[config.mk]
export PLATFORM = sky130hd
export DESIGN_NAME = vsom_alu
export DESIGN_NICKNAME = d
export VERILOG_FILES = /design/src/rtl/vsom_pkg.sv /design/src/rtl/vsom_alu.sv
export SDC_FILE = /design/constraint.sdc
export NUM_CORES = 1
export LEC_CHECK = 0
export ABC_CLOCK_PERIOD_IN_PS = 4700
export BUFFER_PORTS_ARGS = -buffer_cell sky130_fd_sc_hd__buf_4
export CAP_MARGIN = 20
export CORE_ASPECT_RATIO = 1.5
export CORE_UTILIZATION = 55
export DETAILED_ROUTE_END_ITERATION = 10
export GPL_ROUTABILITY_DRIVEN = 0
export PLACE_DENSITY_LB_ADDON = 0.15
export SLEW_MARGIN = 40
export SYNTH_ARGS = -nofsm -noshare
export SYNTH_HDL_FRONTEND = slang
export SYNTH_SLANG_ARGS = --single-unit
[constraint.sdc]
create_clock -name clock -period 4.7 [get_ports clock]
set_input_delay 1.175 -clock clock [delete_from_list [all_inputs] [get_ports clock]]
set_output_delay 1.175 -clock clock [all_outputs]
set_load 0.02 [all_outputs]
[src/rtl/vsom_pkg.sv]
package vsom_pkg;

   localparam int OFFSET_BITS    = 48;
   localparam int SERVER_BITS    = 8;
   localparam int DEF_MAX_STRIPS = 16;
   localparam int DW             = 64;
   localparam int STEP_BITS      = $clog2(DW + 1);

   localparam logic [DW-1:0] OFF_MAX = (DW'(1) << OFFSET_BITS) - DW'(1);

   localparam logic [2:0] CMD_LOAD = 3'd0;
   localparam logic [2:0] CMD_L2P  = 3'd1;
   localparam logic [2:0] CMD_P2L  = 3'd2;
   localparam logic [2:0] CMD_NEXT = 3'd3;
   localparam logic [2:0] CMD_LEN  = 3'd4;

   localparam logic [1:0] ST_OK        = 2'd0;
   localparam logic [1:0] ST_NOT_OWNED = 2'd1;
   localparam logic [1:0] ST_NO_STRIP  = 2'd2;
   localparam logic [1:0] ST_EMPTY     = 2'd3;

   localparam logic REG_COUNT  = 1'b0;
   localparam logic REG_SERVER = 1'b1;

   typedef struct packed {
      logic [2:0]  command;
      logic [3:0]  entry_index;
      logic [47:0] entry_start;
      logic [47:0] entry_length;
      logic [7:0]  entry_owner;
      logic [47:0] offset_in;
   } req_type;

   typedef struct packed {
      logic [47:0] result_value;
      logic [1:0]  status;
   } rsp_type;

   typedef struct packed {
      logic [OFFSET_BITS-1:0] start;
      logic [OFFSET_BITS-1:0] length;
      logic [SERVER_BITS-1:0] owner;
   } entry_type;

   typedef enum logic {
      ALU_DIV,
      ALU_MUL
   } alu_op_type;

   typedef struct packed {
      logic          start;
      alu_op_type    op;
      logic [DW-1:0] a;
      logic [DW-1:0] b;
   } alu_req_type;

   typedef struct packed {
      logic          done;
      logic [DW-1:0] quo;
      logic [DW-1:0] rem;
   } alu_rsp_type;

   typedef enum logic [4:0] {
      S_IDLE,
      S_SIZE,
      S_TOTAL,
      S_DIV_A,
      S_L2P,
      S_L2P_MUL,
      S_ADD,
      S_DIV_P,
      S_P2L,
      S_P2L_MUL,
      S_C4_START,
      S_C4_DIV,
      S_C4_WALK,
      S_C3A,
      S_C3B,
      S_C3_MUL,
      S_C3C,
      S_DONE
   } state_type;

   function automatic logic [DW-1:0] sat_add(input logic [DW-1:0] a, input logic [DW-1:0] b);
      logic [DW:0] s;
      s = {1'b0, a} + {1'b0, b};
      return s[DW] ? '1 : s[DW-1:0];
   endfunction

endpackage

[src/rtl/vsom_alu.sv]
module vsom_alu (
   input  logic                  clock,
   input  logic                  reset,
   input  vsom_pkg::alu_req_type req,
   output vsom_pkg::alu_rsp_type rsp
);
   import vsom_pkg::*;

   logic                 busy_ff, busy_in;
   logic                 done_ff, done_in;
   logic [STEP_BITS-1:0] cnt_ff, cnt_in;
   alu_op_type           op_ff, op_in;
   logic [DW-1:0]        x_ff, x_in;
   logic [DW-1:0]        r_ff, r_in;
   logic [DW-1:0]        b_ff, b_in;
   logic                 ovf_ff, ovf_in;

   always_ff @(posedge clock) begin
      if (reset) begin
         busy_ff <= 1'b0;
         done_ff <= 1'b0;
         cnt_ff  <= '0;
      end else begin
         busy_ff <= busy_in;
         done_ff <= done_in;
         cnt_ff  <= cnt_in;
      end
      op_ff  <= op_in;
      x_ff   <= x_in;
      r_ff   <= r_in;
      b_ff   <= b_in;
      ovf_ff <= ovf_in;
   end

   always_comb begin
      logic [DW:0]   rs;
      logic [DW:0]   dbl;
      logic [DW+1:0] sum;
      busy_in = busy_ff;
      done_in = 1'b0;
      cnt_in  = cnt_ff;
      op_in   = op_ff;
      x_in    = x_ff;
      r_in    = r_ff;
      b_in    = b_ff;
      ovf_in  = ovf_ff;
      rs      = {r_ff, x_ff[DW-1]};
      dbl     = {x_ff, 1'b0};
      sum     = {1'b0, dbl} + {2'b00, (r_ff[DW-1] ? b_ff : '0)};
      if (req.start) begin
         busy_in = 1'b1;
         cnt_in  = '0;
         op_in   = req.op;
         ovf_in  = 1'b0;
         if (req.op == ALU_DIV) begin
            x_in = req.a;
            r_in = '0;
            b_in = req.b;
         end else begin
            x_in = '0;
            r_in = req.b;
            b_in = req.a;
         end
      end else if (busy_ff) begin
         if (op_ff == ALU_DIV) begin
            if (rs >= {1'b0, b_ff}) begin
               r_in = DW'(rs - {1'b0, b_ff});
               x_in = {x_ff[DW-2:0], 1'b1};
            end else begin
               r_in = rs[DW-1:0];
               x_in = {x_ff[DW-2:0], 1'b0};
            end
         end else begin
            x_in   = sum[DW-1:0];
            ovf_in = ovf_ff | (sum[DW+1:DW] != 2'b00);
            r_in   = {r_ff[DW-2:0], 1'b0};
         end
         cnt_in = STEP_BITS'(cnt_ff + 1'b1);
         if (cnt_ff == STEP_BITS'(DW - 1)) begin
            busy_in = 1'b0;
            done_in = 1'b1;
         end
      end
   end

   assign rsp.done = done_ff;
   assign rsp.quo  = (op_ff == ALU_MUL && ovf_ff) ? '1 : x_ff;
   assign rsp.rem  = r_ff;

endmodule

==> metrics, run 1 <==
Max FO, Critical Path=19; Final Max Tran Viols=0; Met1 Routed Length=20700 um; GRT Total Usage=36.0%; Fillers=2730; total gr overflow=0; Core ar.=31800 sq um; max layer used=met4; Worst EP arrival=4.70 ns; routed wire length=60600 um; Hold Violations, Final=0; RSZ-0062 raised after global routing=false; Worst Setup End Kind=register; sequential share of the synthesized area=33.7%; flop2flop setup slack=0.24 ns; die area=33100 sq um; Gate Count Post-Synth=2047; Synth async-reset ratio=0%; Flop pwr share=29.6%; Pwr Density=426 nW/um^2; fraction of layout cells with a size suffix above 1=18.4%; vias in the first global route=17235; Mapped Area=17800 sq um; Logic pwr share=49.1%; maximum vdd drop=0.000348 V; clk_skew=0.0288 ns; Met2 Routed Length=30100 um; library cells used by synthesis=71; Fmax=0.224 GHz; initial antenna violation count=1; Avg Synthesized Cell Area=8.68 sq um; synth top area cells=edfxtp_1 33%, ha_1 9.0%, a21oi_1 6.1%; via count=17236; Sink Count=203; register area=6000 sq um; ys flop type=edfxtp_1; Setup CP Type=reg -> reg; Cells after DPL=2628; period utilization=94.9%; drt drc=0; row count=80; Sw Ratio=41.6%; global-route wire length before repair=92000 um; area leader, netlist=edfxtp_1; crit start category=register; Psw=3700 uW; DRT Pass-1 Iters=8; pre-CTS setup slack=0.120 ns; Clock Latency Late Sink=0.55 ns; DR WL/cell=22.7 um; setup TNS=0 ns; initial DRC count=1279; port buffer count=260; Starting Density=55.8%; TritonCTS clock tree=done; Area growth syn-to-layout=17.2%; CP required=4.94 ns; maxcap violations=0; EDFF count, synth=193; clk root buf=clkbuf_16; Worst Hold Class=reg -> reg; Least-Margin Pin Slew=0.780 ns; DP HPWL=45600 um; Yosys top cell area share=32.6%; Vert. Die Dim=222 um; met3 WL=4570 um; Clock transition at path regs=0.06 ns; hold bufs inserted after CTS=0; non-filler cells, final=2671; vias per cell=6.45; FF+latch count, synth=203; commonest non-fill, non-tap cell in the layout=buf_4; DIE WIDTH=149 um; largest net degree at the start of global routing=101; Max-slew headroom=48.0%; Nets=2506; commonest cells after routing, fill and taps aside=279 x buf_4, 216 x a21oi_1, 193 x edfxtp_1, 178 x o21ai_0, 138 x nand2_1; leakage power total=0.00913 uW; CTS Buffer Depth=3; antenna-violating nets left=0; io pins=261; internal power=5180 uW; final setup margin=0.241 ns; status=completed; post-synth net total=2309; min Tclk post-route=4.46 ns; final setup violation count=0; Max H-tree Level=1; yosys warns=0; area of the multi-input gates=10900 sq um; Clock power frac=21.3%; CTS Buf Count=23
[registers in the layout, summed over array words and instances (netlist names)]
register  count
b_ff         64
busy_ff       1
cnt_ff        7
done_ff       1
op_ff         1
ovf_ff        1
r_ff         64
x_ff         64
[final cells by class]
cell class | instances | area share, %
diodes | 1 | 0.0120
inverters | 108 | 1.95
clock buffers | 33 | 3.39
flip-flops and latches | 203 | 28.8
clock inverters | 8 | 0.354
repair buffers | 285 | 10.6
multi-input cells | 1623 | 52.5
well taps | 410 | 2.46
[synthesized netlist by cell type, types with 4 or more instances]
master and number:
a21oi_1 216, edfxtp_1 193, o21ai_0 178, nand2_1 139, ha_1 128, nor2_1 123, inv_1 106, clkbuf_1 89
nand2b_1 77, and2_1 72, a21o_1 70, nand3_1 70, mux2_2 66, xnor2_1 64, xor2_1 56, nand4_1 40
a22oi_1 34, mux2i_1 32, nor3_1 26, o21bai_1 24, a211oi_1 23, a31oi_1 17, a21boi_0 12, and3_1 12
nor2b_1 12, buf_2 11, dfxtp_1 10, o31ai_1 10, o21ai_1 9, or2_2 9, or3_1 9, nor4_1 7
o211ai_1 7, o21a_1 7, a221oi_1 6, buf_1 6, o31a_1 6, or4_1 5, a31o_2 4, buf_4 4
buf_6 4, nor3b_1 4
[critical path: stages, from the launching register on]
cell and delay, ns:
edfxtp_1 0.47, ha_1 0.37, nor2b_1 0.17, o31a_1 0.28, o31ai_1 0.34, a21oi_1 0.26
a211oi_4 0.52, o32ai_1 0.19, nor2_2 0.33, or2_4 0.41, inv_2 0.18, nand2_1 0.41
o221ai_1 0.23
[timing repair]
| action | CTS | global route |
|---|---|---|
| gates resized for setup | 0 | 2 |
| buffers inserted | 0 | 0 |
| setup endpoints to repair | 0 | 8 |
[kinds of logic after synthesis]
kind of cell,share of synthesized area [%]
AOI/OAI and AO/OA,22.8
xor gates and xnor gates,5.91
adders and majority gates,9.24
buffers and inverters,5.02
DFF,33.7
muxes,5.98
and+or+nand+nor,17.3
[power by group through the flow]
stage | Clock [uW] | Sequential [uW] | Combinational (uW)
global route | 1960 | 2650 | 4700
global placement | 0 | 2650 | 4170
CTS | 1900 | 2620 | 4260
finish | 1890 | 2630 | 4360
detailed placement | 0 | 2650 | 4230
floorplan | 0 | 2650 | 2860
[stage by stage]
stage          power (uW)  instance area, sq um  hold slack [ns]  util, %
2_1_floorplan        5510                 17800            0.458        -
3_3_place_gp         6820                 20000            0.469     62.9
3_5_place_dp         6880                 20000            0.479     62.9
4_1_cts              8770                 20800            0.487     65.4
5_1_grt              9310                 20800            0.525     65.4
6_report             8880                 20800            0.485     65.4
[worst paths after layout]
| kind | from | cells after the start | to |
|---|---|---|---|
| worst max-delay path | r_ff[0] | 12 | r_ff[45] |
| worst min-delay path | cnt_ff[5] | 2 | cnt_ff[5] |
| worst max register to register | r_ff[0] | 12 | r_ff[45] |
| worst min register to register | cnt_ff[5] | 2 | cnt_ff[5] |
[routing by layer]
| metal | up-vias | global-route usage [%] |
|---|---|---|
| met5 | - | 0 |
| met4 | 0 | 28.5 |
| met3 | 302 | 3.68 |
| met2 | 947 | 62.9 |
| met1 | 8077 | 39.4 |
| li1 | 7910 | - |
Power figures use the tool's default switching activity.
==> run 2, diff against run 1 <==
--- a/config.mk
+++ b/config.mk
@@ -7,11 +7,12 @@
 export LEC_CHECK = 0
 export ABC_CLOCK_PERIOD_IN_PS = 4700
 export BUFFER_PORTS_ARGS = -buffer_cell sky130_fd_sc_hd__buf_4
-export CAP_MARGIN = 20
+export CAP_MARGIN = 30
 export CORE_ASPECT_RATIO = 1.5
 export CORE_UTILIZATION = 55
 export DETAILED_ROUTE_END_ITERATION = 10
 export GPL_ROUTABILITY_DRIVEN = 0
+export GPL_TIMING_DRIVEN = 0
 export PLACE_DENSITY_LB_ADDON = 0.15
 export SLEW_MARGIN = 40
 export SYNTH_ARGS = -nofsm -noshare
==> metrics, run 2 (synthesized netlist as in run 1, its figures left out) <==
pre-CTS setup slack=-0.850 ns; final setup violation count=0; Clock transition at path regs=0.07 ns; CTS Buffer Depth=3; fraction of layout cells with a size suffix above 1=18.9%; Final Max Tran Viols=0; min Tclk post-route=4.59 ns; final setup margin=0.113 ns; leakage power total=0.00931 uW; DRT Pass-1 Iters=6; Fillers=2707; io pins=261; DR WL/cell=24.6 um; via count=18182; CTS Buf Count=24; TritonCTS clock tree=done; port buffer count=260; register area=6000 sq um; setup TNS=0 ns; Least-Margin Pin Slew=0.917 ns; Worst EP arrival=4.97 ns; total gr overflow=0; Pwr Density=425 nW/um^2; Max FO, Critical Path=4; Setup CP Type=reg -> reg; crit start category=register; commonest non-fill, non-tap cell in the layout=buf_4; initial antenna violation count=1; period utilization=97.6%; Hold Violations, Final=0; # diodes=0; maximum vdd drop=0.000299 V; Core ar.=31800 sq um; DP HPWL=51600 um; vias in the first global route=17601; area of the multi-input gates=11000 sq um; drt drc=0; maxcap violations=0; status=completed; Max H-tree Level=1; CP required=5.08 ns; initial DRC count=1784; Sink Count=203; Vert. Die Dim=222 um; Starting Density=55.8%; Fmax=0.218 GHz; Clock Latency Late Sink=0.55 ns; antenna-violating nets left=0; GRT Total Usage=40.6%; routed wire length=68200 um; Worst Setup End Kind=register; Area growth syn-to-layout=19.9%; biggest regs=b_ff (64), r_ff (64), x_ff (64); largest net degree at the start of global routing=69; DIE WIDTH=149 um; Max-slew headroom=38.9%; vias per cell=6.56; global-route wire length before repair=100000 um; die area=33100 sq um; Worst Hold Class=reg -> reg; commonest cells after routing, fill and taps aside=269 x buf_4, 215 x a21oi_1, 193 x edfxtp_1, 175 x o21ai_0, 139 x nand2_1; row count=80; Nets=2604; clk_skew=0.0169 ns; clk root buf=clkbuf_16
run 2: cell count changes in the layout (fill, tap and decap cells not counted), sizes merged:
cell / delta
buf: +11
diode: -1
clkinv: +3
or2: -1
clkbuf: +85
inv: -1
bufinv: +1
clkinvlp: +2
run 2: layer usage:
layer / vias to the layer above / track usage, % / wire length (um)
li1: 8123 / - / -
met1: 8493 / 43.3 / 22600
met2: 1175 / 68.1 / 32100
met3: 389 / 7.02 / 6330
met4: 2 / 36.1 / 7190
met5: - / 0 / 13
run 2: through the flow:
step | hold slack [ns] | instance area, sq um | total power, uW | std cells | utilization [%]
after global routing | 0.536 | 21300 | 9450 | 2770 | 67.0
final | 0.497 | 21300 | 9060 | 2770 | 67.0
after CTS | 0.502 | 21200 | 8860 | 2768 | 66.6
after floorplan | 0.458 | 17800 | 5510 | 2047 | -
after global placement | 0.471 | 20200 | 6840 | 2717 | 63.6
after detailed placement | 0.488 | 20400 | 6920 | 2722 | 64.0
run 2: final timing paths:
path / start / to / slack (ns) / depth (start not counted)
worst max register to register: x_ff[63] / r_ff[60] / 0.11 / 14
worst min-delay path: cnt_ff[5] / cnt_ff[5] / 0.50 / 2
worst max-delay path: x_ff[63] / r_ff[60] / 0.11 / 14
worst min register to register: cnt_ff[5] / cnt_ff[5] / 0.50 / 2
run 2: where the power goes:
| part | internal (uW) | switching [uW] |
|---|---|---|
| Combinational | 1750 | 2730 |
| Clock | 1120 | 837 |
| Sequential | 2340 | 282 |
run 2: layout make-up:
| cell class | instances | share of cell area [%] |
|---|---|---|
| Multi-Input combinational cell | 1622 | 51.6 |
| Buffer | 113 | 2.40 |
| Inverter | 108 | 1.90 |
| Clock inverter | 13 | 0.593 |
| Timing Repair Buffer | 270 | 9.82 |
| Tap cell | 410 | 2.41 |
| Clock buffer | 31 | 3.13 |
| Sequential cell | 203 | 28.1 |
run 2: repair_timing:
item | CTS | global route
hold buffers | 0 | 0
setup buffers | 2 | 3
setup endpoints to repair | 60 | 21
gates resized for setup | 13 | 15
pin swaps | 3 | 6
run 2: worst max-delay path, cell delays in order (launching register included):
cell	delay, ns
edfxtp_1	0.38
inv_1	0.10
ha_1	0.25
fa_1	0.41
nand2b_1	0.19
a21oi_1	0.26
o21ai_0	0.24
a22oi_1	0.72
a21oi_1	0.37
o311a_1	0.48
nor2_1	0.34
a211oi_1	0.20
xnor2_1	0.18
nor2_1	0.06
o31ai_1	0.24
